$ cat src/hdl/pfm_pkg.sv
// shared types, constants and helpers of the pulse flow meter
`default_nettype none
package pfm_pkg;
	localparam int RING_DEPTH_DEF = 2;
	localparam logic [13:0] CALIB_MIN = 14'd100;
	localparam logic [13:0] CALIB_MAX = 14'd10000;

	typedef enum logic [1:0] {
		CMD_EDGE      = 2'd0,
		CMD_HEARTBEAT = 2'd1,
		CMD_CLEAR     = 2'd2,
		CMD_NONE      = 2'd3
	} cmd_t;

	typedef enum logic [2:0] {
		REG_CALIB      = 3'd0,
		REG_DEBOUNCE   = 3'd1,
		REG_WINDOW     = 3'd2,
		REG_NOTE_STEP  = 3'd3,
		REG_NOTE_INT   = 3'd4,
		REG_EVAL_BATCH = 3'd5,
		REG_EVAL_INT   = 3'd6,
		REG_UNUSED     = 3'd7
	} reg_idx_t;

	// classified event handed from the front part to the back part
	typedef struct packed {
		logic        accepted;
		logic        evaluate;
		logic        clear;
		logic [31:0] now;
		logic [31:0] total;
	} job_t;

	typedef enum logic [2:0] {
		BK_IDLE,
		BK_RATE,
		BK_RWAIT,
		BK_MEAN,
		BK_MWAIT,
		BK_VOL,
		BK_VWAIT,
		BK_OUT
	} bk_state_t;
endpackage
`default_nettype wire

$ cat src/hdl/pfm_div.sv
// restoring divider, one quotient bit per cycle
`default_nettype none
module pfm_div (
	input  wire logic        clk,
	input  wire logic        arst_n,
	input  wire logic        start,
	input  wire logic [47:0] dividend,
	input  wire logic [31:0] divisor,
	output logic             busy,
	output logic [47:0]      quotient
);
	logic [47:0] quo_q;
	logic [32:0] rem_q;
	logic [31:0] dsr_q;
	logic [5:0]  cnt_q;
	logic [32:0] trial;

	assign trial    = {rem_q[31:0], quo_q[47]};
	assign quotient = quo_q;

	always_ff @(posedge clk or negedge arst_n) begin
		if (!arst_n) begin
			busy  <= 1'b0;
			cnt_q <= '0;
		end else if (start) begin
			busy  <= 1'b1;
			cnt_q <= 6'd48;
		end else if (busy) begin
			cnt_q <= cnt_q - 6'd1;
			if (cnt_q == 6'd1) begin
				busy <= 1'b0;
			end
		end
	end

	always_ff @(posedge clk) begin
		if (start) begin
			quo_q <= dividend;
			rem_q <= '0;
			dsr_q <= divisor;
		end else if (busy) begin
			if (trial >= {1'b0, dsr_q}) begin
				rem_q <= trial - {1'b0, dsr_q};
				quo_q <= {quo_q[46:0], 1'b1};
			end else begin
				rem_q <= trial;
				quo_q <= {quo_q[46:0], 1'b0};
			end
		end
	end
endmodule
`default_nettype wire

$ cat src/hdl/pfm_front.sv
// front part: debounce, pulse count and trigger decision
`default_nettype none
module pfm_front (
	input  wire logic                  clk,
	input  wire logic                  arst_n,
	input  wire logic                  in_valid,
	output logic                       in_ready,
	input  wire logic [1:0]            in_cmd,
	input  wire logic [31:0]           in_now,
	input  wire logic [7:0]            deb_gap,
	input  wire logic [7:0]            eval_pulse_batch,
	input  wire logic [15:0]           eval_interval_ms,
	output logic                       job_valid,
	input  wire logic                  job_ready,
	output pfm_pkg::job_t              job
);
	logic [31:0] total_q, last_edge_q, cnt_trig_q, trig_time_q;
	logic        take, is_edge, pass, trig;
	logic [31:0] total_inc;
	pfm_pkg::job_t job_q;
	logic        jv_q;

	assign in_ready  = !jv_q || job_ready;
	assign take      = in_valid && in_ready;
	assign is_edge   = in_cmd == pfm_pkg::CMD_EDGE;
	assign pass      = (in_now - last_edge_q) > {24'd0, deb_gap};
	assign total_inc = total_q + 32'd1;
	assign trig      = ((total_inc - cnt_trig_q) >= {24'd0, eval_pulse_batch}) ||
		((in_now - trig_time_q) >= {16'd0, eval_interval_ms});
	assign job_valid = jv_q;
	assign job       = job_q;

	always_ff @(posedge clk or negedge arst_n) begin
		if (!arst_n) begin
			total_q     <= '0;
			last_edge_q <= '0;
			cnt_trig_q  <= '0;
			trig_time_q <= '0;
			jv_q        <= 1'b0;
		end else begin
			if (job_ready) begin
				jv_q <= 1'b0;
			end
			if (take) begin
				jv_q <= 1'b1;
				if (is_edge && pass) begin
					last_edge_q <= in_now;
					total_q     <= total_inc;
					if (trig) begin
						cnt_trig_q  <= total_inc;
						trig_time_q <= in_now;
					end
				end else if (in_cmd == pfm_pkg::CMD_CLEAR) begin
					total_q <= '0;
				end
			end
		end
	end

	always_ff @(posedge clk) begin
		if (take) begin
			job_q.now      <= in_now;
			job_q.accepted <= is_edge && pass;
			job_q.evaluate <= (is_edge && pass && trig) ||
				(in_cmd == pfm_pkg::CMD_HEARTBEAT);
			job_q.clear    <= in_cmd == pfm_pkg::CMD_CLEAR;
			if (is_edge && pass) begin
				job_q.total <= total_inc;
			end else if (in_cmd == pfm_pkg::CMD_CLEAR) begin
				job_q.total <= '0;
			end else begin
				job_q.total <= total_q;
			end
		end
	end
endmodule
`default_nettype wire

$ cat src/hdl/pfm_back.sv
// back part: rate window, smoothing, notify and volume
`default_nettype none
module pfm_back #(
	parameter int RING_DEPTH = pfm_pkg::RING_DEPTH_DEF
) (
	input  wire logic           clk,
	input  wire logic           arst_n,
	input  wire logic           job_valid,
	output logic                job_ready,
	input  wire pfm_pkg::job_t  job,
	input  wire logic [13:0]    cal_ppl,
	input  wire logic [15:0]    rate_window_ms,
	input  wire logic [15:0]    notify_pulse_step,
	input  wire logic [15:0]    notify_interval_ms,
	output logic                out_valid,
	input  wire logic           out_ready,
	output logic [103:0]        out_data
);
	localparam int SW = (RING_DEPTH > 1) ? $clog2(RING_DEPTH) : 1;
	localparam int NW = $clog2(RING_DEPTH + 1);

	pfm_pkg::bk_state_t state_q, state_d;
	pfm_pkg::job_t      job_q;
	logic [31:0] ring_q [RING_DEPTH];
	logic [SW-1:0] slot_q, slot_nxt;
	logic [31:0] smooth_q, win_t_q, win_c_q, note_c_q, note_t_q;
	logic        note_q, rate_go_q;
	logic [35:0] vol_q;
	logic [31:0] tdiff, pdiff;
	logic        win_due, push_zero, rate_go;
	logic        div_start, div_busy;
	logic [47:0] div_a, div_q;
	logic [31:0] div_b;
	logic [34:0] sum;
	logic [NW-1:0] nz;
	logic        out_v_q;
	logic [103:0] out_d_q;

	assign tdiff   = job_q.now - win_t_q;
	assign pdiff   = job_q.total - win_c_q;
	assign win_due = tdiff >= {16'd0, rate_window_ms};
	// rate division only for a due window with pulses over nonzero time
	assign rate_go   = job_q.evaluate && win_due && (pdiff != 32'd0) && (tdiff != 32'd0);
	// a due window with no new pulses pushes a zero rate
	assign push_zero = job_q.evaluate && win_due && (pdiff == 32'd0);
	assign slot_nxt  = (slot_q == SW'(RING_DEPTH - 1)) ? '0 : slot_q + SW'(1);

	always_comb begin
		sum = '0;
		nz  = '0;
		for (int i = 0; i < RING_DEPTH; i++) begin
			if (ring_q[i] != 32'd0) begin
				sum = sum + {3'd0, ring_q[i]};
				nz  = nz + NW'(1);
			end
		end
	end

	pfm_div u_div (
		.clk      (clk),
		.arst_n   (arst_n),
		.start    (div_start),
		.dividend (div_a),
		.divisor  (div_b),
		.busy     (div_busy),
		.quotient (div_q)
	);

	assign job_ready = state_q == pfm_pkg::BK_IDLE;
	assign out_valid = out_v_q;
	assign out_data  = out_d_q;

	always_comb begin
		state_d = state_q;
		case (state_q)
			pfm_pkg::BK_IDLE:  if (job_valid) state_d = pfm_pkg::BK_RATE;
			pfm_pkg::BK_RATE:  state_d = pfm_pkg::BK_RWAIT;
			pfm_pkg::BK_RWAIT: if (!div_busy) state_d = pfm_pkg::BK_MEAN;
			pfm_pkg::BK_MEAN:  state_d = pfm_pkg::BK_MWAIT;
			pfm_pkg::BK_MWAIT: if (!div_busy) state_d = pfm_pkg::BK_VOL;
			pfm_pkg::BK_VOL:   state_d = pfm_pkg::BK_VWAIT;
			pfm_pkg::BK_VWAIT: if (!div_busy) state_d = pfm_pkg::BK_OUT;
			pfm_pkg::BK_OUT:   if (!out_v_q || out_ready) state_d = pfm_pkg::BK_IDLE;
			default:           state_d = pfm_pkg::BK_IDLE;
		endcase
	end

	// divider operands per phase
	always_comb begin
		div_start = 1'b0;
		div_a     = '0;
		div_b     = 32'd1;
		case (state_q)
			pfm_pkg::BK_RATE: begin
				div_start = rate_go;
				// pulses times 1000 as 1024 - 32 + 8
				div_a = {6'd0, pdiff, 10'd0} - {11'd0, pdiff, 5'd0} +
					{13'd0, pdiff, 3'd0};
				div_b = tdiff;
			end
			pfm_pkg::BK_MEAN: begin
				div_start = nz > NW'(1);
				div_a     = {13'd0, sum};
				div_b     = {{(32-NW){1'b0}}, nz};
			end
			pfm_pkg::BK_VOL: begin
				div_start = 1'b1;
				div_a = {6'd0, job_q.total, 10'd0} - {11'd0, job_q.total, 5'd0} +
					{13'd0, job_q.total, 3'd0};
				div_b = {18'd0, cal_ppl};
			end
			default: begin
				div_start = 1'b0;
			end
		endcase
	end

	always_ff @(posedge clk or negedge arst_n) begin
		if (!arst_n) begin
			state_q  <= pfm_pkg::BK_IDLE;
			slot_q   <= '0;
			smooth_q <= '0;
			win_t_q  <= '0;
			win_c_q  <= '0;
			note_c_q <= '0;
			note_t_q <= '0;
			note_q   <= 1'b0;
			out_v_q  <= 1'b0;
			for (int i = 0; i < RING_DEPTH; i++) ring_q[i] <= '0;
		end else begin
			state_q <= state_d;
			if (out_ready) out_v_q <= 1'b0;
			case (state_q)
				pfm_pkg::BK_RATE: begin
					note_q <= 1'b0;
					if (job_q.clear) begin
						smooth_q <= '0;
						slot_q   <= '0;
						for (int i = 0; i < RING_DEPTH; i++) ring_q[i] <= '0;
					end else if (push_zero) begin
						ring_q[slot_q] <= '0;
						slot_q         <= slot_nxt;
					end
					if (job_q.evaluate) begin
						if (win_due) begin
							win_t_q <= job_q.now;
							win_c_q <= job_q.total;
						end
						if ((job_q.total - note_c_q) >= {16'd0, notify_pulse_step} ||
							(job_q.now - note_t_q) >= {16'd0, notify_interval_ms}) begin
							note_q   <= 1'b1;
							note_c_q <= job_q.total;
							note_t_q <= job_q.now;
						end
					end
				end
				pfm_pkg::BK_RWAIT: begin
					// rate division done: push the saturated rate
					if (!div_busy && rate_go_q) begin
						ring_q[slot_q] <= (div_q[47:32] != 16'd0) ? 32'hFFFF_FFFF
							: div_q[31:0];
						slot_q <= slot_nxt;
					end
				end
				pfm_pkg::BK_MEAN: begin
					// zero or one nonzero entry needs no division
					if (nz <= NW'(1)) begin
						smooth_q <= (nz == NW'(1)) ? sum[31:0] : '0;
					end
				end
				pfm_pkg::BK_MWAIT: begin
					if (!div_busy && nz > NW'(1)) begin
						smooth_q <= div_q[31:0];
					end
				end
				pfm_pkg::BK_OUT: begin
					if (!out_v_q || out_ready) begin
						out_v_q <= 1'b1;
					end
				end
				default: begin
				end
			endcase
		end
	end

	always_ff @(posedge clk) begin
		if (state_q == pfm_pkg::BK_IDLE && job_valid) job_q <= job;
		if (state_q == pfm_pkg::BK_RATE) rate_go_q <= rate_go;
		if (state_q == pfm_pkg::BK_VWAIT && !div_busy) vol_q <= div_q[35:0];
		if (state_q == pfm_pkg::BK_OUT && (!out_v_q || out_ready)) begin
			out_d_q <= {1'b0, vol_q, smooth_q, note_q, job_q.evaluate,
				job_q.accepted, job_q.total};
		end
	end
endmodule
`default_nettype wire

$ cat src/hdl/pulse_flow_meter_top.sv
// top level of the pulse flow meter: config registers, front, back
`default_nettype none
// Pulse flow meter. Each transfer on s_axis carries a command (edge,
// heartbeat, counter clear) and a millisecond timestamp and yields one
// result transfer on m_axis. The front part debounces and counts edges and
// parks the classified event in a one-entry job register; the back part
// runs a shared 48-step serial divider up to three times (rate, smoothing
// mean, volume). The volume division always runs, the rate and the mean
// division only when needed; the input takes the next item as soon as the
// back part picks up the parked one. A result that is not taken waits in
// the output register while the back part works on the next job. Register
// writes are meant for an idle block; a calibration outside 100..10000 is
// ignored.
module pulse_flow_meter_top #(
	parameter int RING_DEPTH = pfm_pkg::RING_DEPTH_DEF
) (
	input  wire logic         clk,
	input  wire logic         arst_n,
	input  wire logic         s_axis_tvalid,
	output logic              s_axis_tready,
	input  wire logic [39:0]  s_axis_tdata,   // command[1:0], now_ms[33:2], zero pad
	input  wire logic         cfg_valid,
	output logic              cfg_ready,
	input  wire logic [2:0]   cfg_index,
	input  wire logic [15:0]  cfg_data,
	output logic              m_axis_tvalid,
	input  wire logic         m_axis_tready,
	// total[31:0], accepted[32], evaluated[33], notify[34], rate[66:35],
	// volume[102:67], zero pad[103]
	output logic [103:0]      m_axis_tdata
);
	logic [13:0] calib_q;
	logic [7:0]  deb_q, batch_q;
	logic [15:0] win_q, nstep_q, nint_q, eint_q;
	logic        jv, jr;
	pfm_pkg::job_t job;
	logic [103:0] raw;

	assign cfg_ready = 1'b1;

	always_ff @(posedge clk or negedge arst_n) begin
		if (!arst_n) begin
			calib_q <= 14'd450;
			deb_q   <= 8'd5;
			win_q   <= 16'd2000;
			nstep_q <= 16'd10;
			nint_q  <= 16'd5000;
			batch_q <= 8'd5;
			eint_q  <= 16'd3000;
		end else if (cfg_valid) begin
			case (pfm_pkg::reg_idx_t'(cfg_index))
				pfm_pkg::REG_CALIB: if (cfg_data[13:0] >= pfm_pkg::CALIB_MIN &&
					cfg_data[13:0] <= pfm_pkg::CALIB_MAX) calib_q <= cfg_data[13:0];
				pfm_pkg::REG_DEBOUNCE:   deb_q   <= cfg_data[7:0];
				pfm_pkg::REG_WINDOW:     win_q   <= cfg_data;
				pfm_pkg::REG_NOTE_STEP:  nstep_q <= cfg_data;
				pfm_pkg::REG_NOTE_INT:   nint_q  <= cfg_data;
				pfm_pkg::REG_EVAL_BATCH: batch_q <= cfg_data[7:0];
				pfm_pkg::REG_EVAL_INT:   eint_q  <= cfg_data;
				default: begin
				end
			endcase
		end
	end

	pfm_front u_front (
		.clk(clk), .arst_n(arst_n),
		.in_valid(s_axis_tvalid), .in_ready(s_axis_tready),
		.in_cmd(s_axis_tdata[1:0]), .in_now(s_axis_tdata[33:2]),
		.deb_gap(deb_q), .eval_pulse_batch(batch_q), .eval_interval_ms(eint_q),
		.job_valid(jv), .job_ready(jr), .job(job)
	);

	pfm_back #(.RING_DEPTH(RING_DEPTH)) u_back (
		.clk(clk), .arst_n(arst_n),
		.job_valid(jv), .job_ready(jr), .job(job),
		.cal_ppl(calib_q), .rate_window_ms(win_q),
		.notify_pulse_step(nstep_q), .notify_interval_ms(nint_q),
		.out_valid(m_axis_tvalid), .out_ready(m_axis_tready), .out_data(raw)
	);

	assign m_axis_tdata = raw;

	// a pending result must hold while stalled
	a_hold: assert property (@(posedge clk) disable iff (!arst_n)
		m_axis_tvalid && !m_axis_tready |=> m_axis_tvalid)
		else $error("result dropped");
	// a pending result keeps its data while stalled
	a_data: assert property (@(posedge clk) disable iff (!arst_n)
		m_axis_tvalid && !m_axis_tready |=> $stable(m_axis_tdata))
		else $error("result changed while stalled");
	// notify only with evaluate
	a_note: assert property (@(posedge clk) disable iff (!arst_n)
		m_axis_tvalid |-> (!m_axis_tdata[34] || m_axis_tdata[33]))
		else $error("notify without evaluation");
endmodule
`default_nettype wire
$ cat config.mk
export PLATFORM = sky130hd
export DESIGN_NAME = pulse_flow_meter_top
export DESIGN_NICKNAME = d
export VERILOG_FILES = /design/src/hdl/pfm_pkg.sv /design/src/hdl/pfm_div.sv /design/src/hdl/pfm_front.sv /design/src/hdl/pfm_back.sv /design/src/hdl/pulse_flow_meter_top.sv
export SDC_FILE = /design/constraint.sdc
export NUM_CORES = 2
export LEC_CHECK = 0
export ABC_AREA = 1
export BUFFER_PORTS_ARGS = -buffer_cell sky130_fd_sc_hd__buf_2
export CAP_MARGIN = 20
export CORE_MARGIN = 4
export CORE_UTILIZATION = 45
export DETAILED_ROUTE_END_ITERATION = 12
export SLEW_MARGIN = 10
export SYNTH_ARGS = -nofsm -noshare
export SYNTH_HDL_FRONTEND = slang
export SYNTH_SLANG_ARGS = --single-unit
$ cat constraint.sdc
create_clock -name clk -period 13.2 [get_ports clk]
set_input_delay 0.66 -clock clk [delete_from_list [all_inputs] [get_ports clk]]
set_output_delay 0.66 -clock clk [all_outputs]
set_load 0.1 [all_outputs]
==> Word-level counts from Yosys, hierarchy flattened <==
Cells that the tools add are included.
W data, S select, Z words.
{ "op_classes": {"addsub": 17, "magnitude_cmp": 13, "n_eq_ne": 27, "n_mux": 49, "n_bitwise": 3, "reduce_logical": 49} }
{ "op_table": {"columns": ["cell", "n"], "rows": [
  ["$mux W32", 10],
  ["$sub A32 B32 Y32", 8],
  ["$mux W64", 3],
  ["$pmux W32 S3", 2],
  ["$pmux W48 S3", 1],
  ["$ge A32 B16 Y1", 4],
  ["$pmux W64 S2", 1],
  ["$reduce_bool A32 Y1", 4],
  ["$add A48 B35 Y48", 2],
  ["$mux W48", 2],
  ["$sub A42 B37 Y43", 2],
  ["$and A64 B64 Y64", 1],
  ["$bwmux W64", 1],
  ["$not A64 Y64", 1],
  ["$add A35 B32 Y35", 1],
  ["$mux W35", 1],
  ["$ge A33 B32 Y1", 1],
  ["$add A32 B1 Y32 const B", 1],
  ["$demux W32 S1", 1],
  ["$ge A32 B8 Y1", 1],
  ["$gt A32 B8 Y1", 1],
  ["$logic_not A32 Y1", 1],
  ["$pmux W3 S8", 1],
  ["$eq A3 B3 Y1 const B", 7],
  ["36 further kinds", 100]
]} }
{ "totals": {"regBits": 846, "inputBits": 64, "out_inout_bits": 107, "elab_cells": 199} }

==> Longest topological paths before layout <==
{ "logic_depth": {"ltp_word": 10, "depth_mapped": 41, "mapped_depth_nobuf": 41} }

==> Modules after synthesis <==
Synthesis repeated with hierarchy kept, for this count alone.
{ "unflattened": {"hier_cells": 8982, "area_unflattened_um2": 63862.5} }
{ "by_module_without_submodules": {"columns": ["module", "instances", "cells_per_inst", "area_each_um2", "seq_area_each_um2"], "rows": [
  ["pfm_back", 1, 4820, 35207.5, 11971.5],
  ["pfm_front", 1, 2750, 17559.3, 5240.0],
  ["pfm_div", 1, 1035, 7442.1, 3218.1],
  ["pulse_flow_meter_top", 1, 377, 3653.5, 2387.3]
]} }

==> Worst setup path after synthesis <==
OpenSTA, ideal clock, no wires.
{ "synth_timing": {"path_kind": "register -> register", "startpoint": "register u_back.out_v_q (netlist: u_back.out_valid)", "endpoint": "register u_back.out_d_q[0] (netlist: u_back.out_data[0]), enable pin", "setup_ps": 567, "t_arrival_ps": 5249, "required_ps": 12633, "setup_slack_ps": 7384, "stages_incl_launch_ff": 4, "n_path_buf": 0, "synth_period_minus_slack_ps": 5816, "cell_sequence": "dfrtp_1 -> inv_1 -> nor2_1 -> nor2_1"} }
{ "synth_via": {"elab_chain_len": 3} }
{ "synth_lines": {"columns": ["element", "line", "rtl"], "rows": [
  ["start: declaration", "pfm_back.sv:36", "logic out_v_q;"],
  ["start signal: assignment", "pfm_back.sv:128", "out_v_q <= 1'b0;"],
  ["start signal: assignment", "pfm_back.sv:132", "if (out_ready) out_v_q <= 1'b0;"],
  ["start signal: assignment", "pfm_back.sv:178", "out_v_q <= 1'b1;"],
  ["$logic_not A1 Y1", "pfm_back.sv:191", "if (state_q == pfm_pkg::BK_OUT && (!out_v_q || out_ready)) begin"],
  ["$logic_or A1 B1 Y1", "pfm_back.sv:191", null],
  ["$logic_and A1 B1 Y1", "pfm_back.sv:191", null],
  ["end signal: assignment", "pfm_back.sv:192", "out_d_q <= {1'b0, vol_q, smooth_q, note_q, job_q.evaluate,"],
  ["end: declaration", "pfm_back.sv:37", "logic [103:0] out_d_q;"]
]} }
No other way between the ends.
A chain may end at the register's enable or synchronous reset.

==> Worst setup path after layout <==
{ "layout_timing": {"startpoint": "register u_back.job_q[0] (netlist bit)", "endpoint": "register u_back.u_div.quo_q[47] (netlist: u_back.u_div.quotient[47]) (data pin)"} }
{ "layout_via": {"elab_chain_len": 6, "word_cells_on_any_way": 11, "cone_classes": "5 x add/sub; 3 x mux; 3 x reduce/logical"} }
{ "layout_lines": {"columns": ["element", "line", "rtl"], "rows": [
  ["start: declaration", "pfm_back.sv:23", "pfm_pkg::job_t job_q;"],
  ["start signal: assignment", "pfm_back.sv:188", "if (state_q == pfm_pkg::BK_IDLE && job_valid) job_q <= job;"],
  ["branches (longest 5 deep; another with $add A48 B35 Y48)", null, null],
  ["$mux W48 (*)", "pfm_div.sv:37", "if (start) begin"],
  ["end signal: assignment", "pfm_div.sv:38", "quo_q <= dividend;"],
  ["end signal: assignment", "pfm_div.sv:44", "quo_q <= {quo_q[46:0], 1'b1};"],
  ["end signal: assignment", "pfm_div.sv:47", "quo_q <= {quo_q[46:0], 1'b0};"],
  ["end: declaration", "pfm_div.sv:12", "logic [47:0] quo_q;"]
]} }
Mark *: on every way between the ends.

==> impl_summary.md <==
Critical path
The arrival time at the worst endpoint is roughly 7.4 ns. The endpoint kind of the worst setup timing path is a flip-flop. For the worst setup path, the data required time is 13.67 ns.

In this run the worst path has a maximum fanout of 8. The stage delay of the slowest cell on the critical path is 0.62 ns. On the critical path, the stage with the largest delay is an instance of sky130_fd_sc_hd__edfxtp_1. By startpoint and endpoint, the worst setup path is classified as flip-flop to flip-flop.

The most numerous cell on the critical path is sky130_fd_sc_hd__nand2_1. STA classifies the critical path startpoint as a flip-flop.

STA
The worst clock skew is between 0.05 and 0.06 ns. The setup total negative slack is 0 ns. The final-report max-slew violation count is 0. The final number of hold-violating endpoints is 0. Setup violations remaining at the end of the flow were counted as 0.

For the pin with the worst max-slew slack, the measured transition is 1.08 ns. Setup repair after global routing left no endpoint under its margin. The fmax is approximately 140 MHz. The time the worst path needs with I/O delays and setup is around 7 ns. The post-route fraction of the period consumed by the critical path is 52.8%.

Headroom to the max-slew limit came out at around 28%.

Logic synthesis
Synthesis produced a netlist with a net count of 8005. The count of different cell masters after synthesis is between 60 and 70. Of all flip-flops after synthesis, the portion carrying an async set or reset was a little over half. A synthesized cell averages ~7.8 sq um.

The post-synthesis sequential area ratio is about 39%. The number of storage elements in the synthesis netlist is 846. Yosys printed 0 warnings. In the synthesized netlist the dominant register cell turns out to be sky130_fd_sc_hd__dfrtp_1. The cell area after synthesis is just under 0.06 sq mm. The share of the synthesized area in the top cell type is between 10% and 20%. The post-synthesis cell count is 7474. Yosys attributes the largest share of cell area to sky130_fd_sc_hd__dfrtp_1 (18%), sky130_fd_sc_hd__edfxtp_1 (18%), sky130_fd_sc_hd__nand2_1 (11%).

Counting flops with a built-in enable in the synthesized netlist gives ~350. Summed over all instances, the cell type with the most area after synthesis is sky130_fd_sc_hd__dfrtp_1.

Clock network
The H-tree was split into 3 levels. The CTS tree is yes. The TritonCTS buffer count is 95.

The register clock-pin slew on the reported worst setup and hold paths is ~0.060 ns. Gates resized during post-CTS repair numbered 0. The maximum buffer depth of the clock tree is 3. The number of clock sinks is between 800 and 900. The cell chosen for the clock root is sky130_fd_sc_hd__clkbuf_16. The clock latency on the worst-skew pair is ~0.73 ns.

Placed design
Buffers placed on the I/O ports in this run total between 150 and 200. Routability-driven placement finished with a final weighted congestion of roughly 0.94. Detailed placement finished with a half-perimeter wire length of about 130000 um.

GRT
The via count of the first global-routing pass is around 48000. Global routing used approximately a quarter of the available tracks. The total overflow left after global routing is 0. The wire length of the first global-routing pass is about 270000 um. The largest net degree at the start of global routing is ~150. The initial antenna violation count is 3.

Detailed routing
The wire length per cell after detailed routing is around 18 um. The via-per-instance ratio is roughly 5.4. The final routed DRC violation total is 0. Wire segments on met3 add up to roughly 9700 um in the final route. The routed metal-1 wire length is just over 80000 um.

The routed layout has slightly above 50000 vias. Summed over all layers, the routed wires come to roughly 170000 um. The count of nets left with antenna violations once routing finished came out at 0. The routed length on met2 is about 75000 um. In this run, the number of DRC markers left after iteration 0 of detailed routing was 3841. The count of TritonRoute iterations in the first routing pass is 7.

Signal routing reaches up to met4.

Min path
The classification of the worst-slack hold path is primary input to flip-flop.

Floorplan
The die span in y is 368 um. The number of rows in the core area is between 100 and 150. The initial core utilization is 45.2%. The core region is between 0.1 and 0.15 sq mm. The floorplan step defined a die boundary enclosing 0.136 sq mm. The I/O pin count is between 150 and 200. The die is 368 um wide.

Finish
The sequential cells in the finished layout cover a total of around 0.023 sq mm. The top cell types in the final layout, fill and taps aside, are sky130_fd_sc_hd__nand2_1 (1779), sky130_fd_sc_hd__inv_1 (978), sky130_fd_sc_hd__a21oi_1 (604). At the end of the flow, the number of nets in the layout was 8084. The proportion of layout cells with a drive suffix above 1 is approximately 8%. The area of the multi-input gates is between 0.03 and 0.04 sq mm.

Counting the fill cells in the layout gives between 10000 and 15000. The area overhead of the layout relative to synthesis is 10.0%. Leaving out fill and tap cells, the most frequent cell in the layout is sky130_fd_sc_hd__nand2_1.

Run status
The run finished with clean final reports.

Job
Across the run, the number of max-cap violations was 0.
## metrics by stage
step / setup slack [ns] / cell area, sq um / std cells / hold WS, ns / utilization [%]
after floorplan: 7.38 / 58500 / 7474 / 0.364 / -
after global placement: 6.42 / 61000 / 9195 / 0.401 / 47.1
after detailed placement: 6.40 / 61000 / 9196 / 0.405 / 47.2
after CTS: 6.35 / 64300 / 9377 / 0.107 / 49.7
after global routing: 5.63 / 64300 / 9378 / 0.146 / 49.7
final: 6.23 / 64300 / 9381 / 0.144 / 49.7
## per-layer routing
layer,global-route usage (%),vias to the layer above
met5,0,-
met4,7.16,0
met3,2.71,234
met2,38.8,1350
met1,36.5,23800
li1,-,25300
## path summary, 6_finish.rpt
| kind | startpoint | to | slack, ns | depth (start not counted) |
|---|---|---|---|---|
| setup / recovery | u_back.job_q[0] | u_back.u_div.quotient[47] | 6.23 | 37 |
| setup reg to reg | u_back.job_q[0] | u_back.u_div.quotient[47] | 6.23 | 37 |
| hold reg to reg | u_front.job[10] | u_back.job_q[10] | 0.39 | 0 |
| min in group asynchronous | arst_n | u_front.last_edge_q[29] | 0.45 | 2 |
| hold / removal | m_axis_tready | u_back.out_valid | 0.14 | 2 |
| max in group asynchronous | arst_n | u_back.smooth_q[15] | 10.53 | 4 |
## cell type report
type                            count  share of cell area, %
Antenna cell                        3                 0.0117
Tap cell                         1742                   3.39
Clock buffer                      125                   4.03
Timing Repair Buffer              209                   1.89
Inverter                         1006                   5.88
Sequential cell                   846                   35.5
Clock inverter                     55                   1.11
Multi-Input combinational cell   5395                   48.2
## state kept, by name (all words and copies together), names as in the netlist, 36 cells and up
signal / count
u_back.vol_q: 36
u_back.ring_q: 64
u_back.job_q: 67
u_back.out_data: 103
u_back.u_div.quotient: 48
u_front.job: 67
## critical path: cells and delay by family, from the launching register on
kind                       cells  cell delay (ns)
and+or+nand+nor               23             2.69
buffers and inverters          5             0.84
DFF                            1             0.62
xor gates and xnor gates       2             0.54
adders and majority gates      4             1.53
AOI/OAI and AO/OA              3             0.47
## synthesized netlist by cell type (9+ instances only)
| library cell | n |
|---|---|
| sky130_fd_sc_hd__nand3b_1 | 14 |
| sky130_fd_sc_hd__nor3_1 | 56 |
| sky130_fd_sc_hd__a21o_1 | 21 |
| sky130_fd_sc_hd__dfstp_2 | 28 |
| sky130_fd_sc_hd__nor4_1 | 51 |
| sky130_fd_sc_hd__mux2_2 | 33 |
| sky130_fd_sc_hd__o21a_1 | 54 |
| sky130_fd_sc_hd__o21ai_1 | 53 |
| sky130_fd_sc_hd__o221ai_1 | 23 |
| sky130_fd_sc_hd__o21bai_1 | 22 |
| sky130_fd_sc_hd__dfrtp_1 | 432 |
| sky130_fd_sc_hd__or2_2 | 19 |
| sky130_fd_sc_hd__o21ai_0 | 489 |
| sky130_fd_sc_hd__a21oi_1 | 604 |
| sky130_fd_sc_hd__nor2_1 | 489 |
| sky130_fd_sc_hd__buf_4 | 12 |
| sky130_fd_sc_hd__nand3_1 | 271 |
| sky130_fd_sc_hd__inv_2 | 25 |
| sky130_fd_sc_hd__ha_1 | 456 |
| sky130_fd_sc_hd__nor3_2 | 10 |
| sky130_fd_sc_hd__a21oi_2 | 9 |
| sky130_fd_sc_hd__a32oi_1 | 32 |
| sky130_fd_sc_hd__o211ai_1 | 63 |
| sky130_fd_sc_hd__o22ai_1 | 42 |
| sky130_fd_sc_hd__a21boi_1 | 17 |
| sky130_fd_sc_hd__xor2_1 | 201 |
| sky130_fd_sc_hd__nand2_2 | 72 |
| sky130_fd_sc_hd__edfxtp_1 | 354 |
| sky130_fd_sc_hd__nand4_1 | 221 |
| sky130_fd_sc_hd__inv_1 | 978 |
| sky130_fd_sc_hd__buf_2 | 57 |
| sky130_fd_sc_hd__dfxtp_1 | 32 |
| sky130_fd_sc_hd__fa_1 | 11 |
| sky130_fd_sc_hd__clkbuf_1 | 147 |
| sky130_fd_sc_hd__buf_1 | 11 |
| sky130_fd_sc_hd__xnor2_1 | 115 |
| sky130_fd_sc_hd__nand3_2 | 17 |
| sky130_fd_sc_hd__a31oi_1 | 26 |
| sky130_fd_sc_hd__nor2_2 | 26 |
| sky130_fd_sc_hd__nand2_1 | 1783 |
| sky130_fd_sc_hd__a21boi_0 | 17 |
## timing repair
| item | in CTS | in global routing |
|---|---|---|
| hold buffers | 1 | 0 |
| endpoints found under the hold margin | 56 | 0 |
| buffers inserted | 0 | 0 |
## logic make-up (layout without fill, tap and decap cells)
kind of cell | Yosys count | in the layout | share of synthesized area, %
and+or+nand+nor | 3055 | 3055 | 22.6
buffers and inverters | 1233 | 1395 | 8.11
AOI/OAI and AO/OA | 1517 | 1517 | 14.7
adders and majority gates | 467 | 467 | 10.1
DFF | 846 | 846 | 39.0
xor gates and xnor gates | 319 | 319 | 4.82
muxes | 35 | 35 | 0.670
other | 2 | 5 | 0.0128
Power is not shown: default switching activity piles up to over one toggle a cycle in this logic, so the estimate is an artifact.
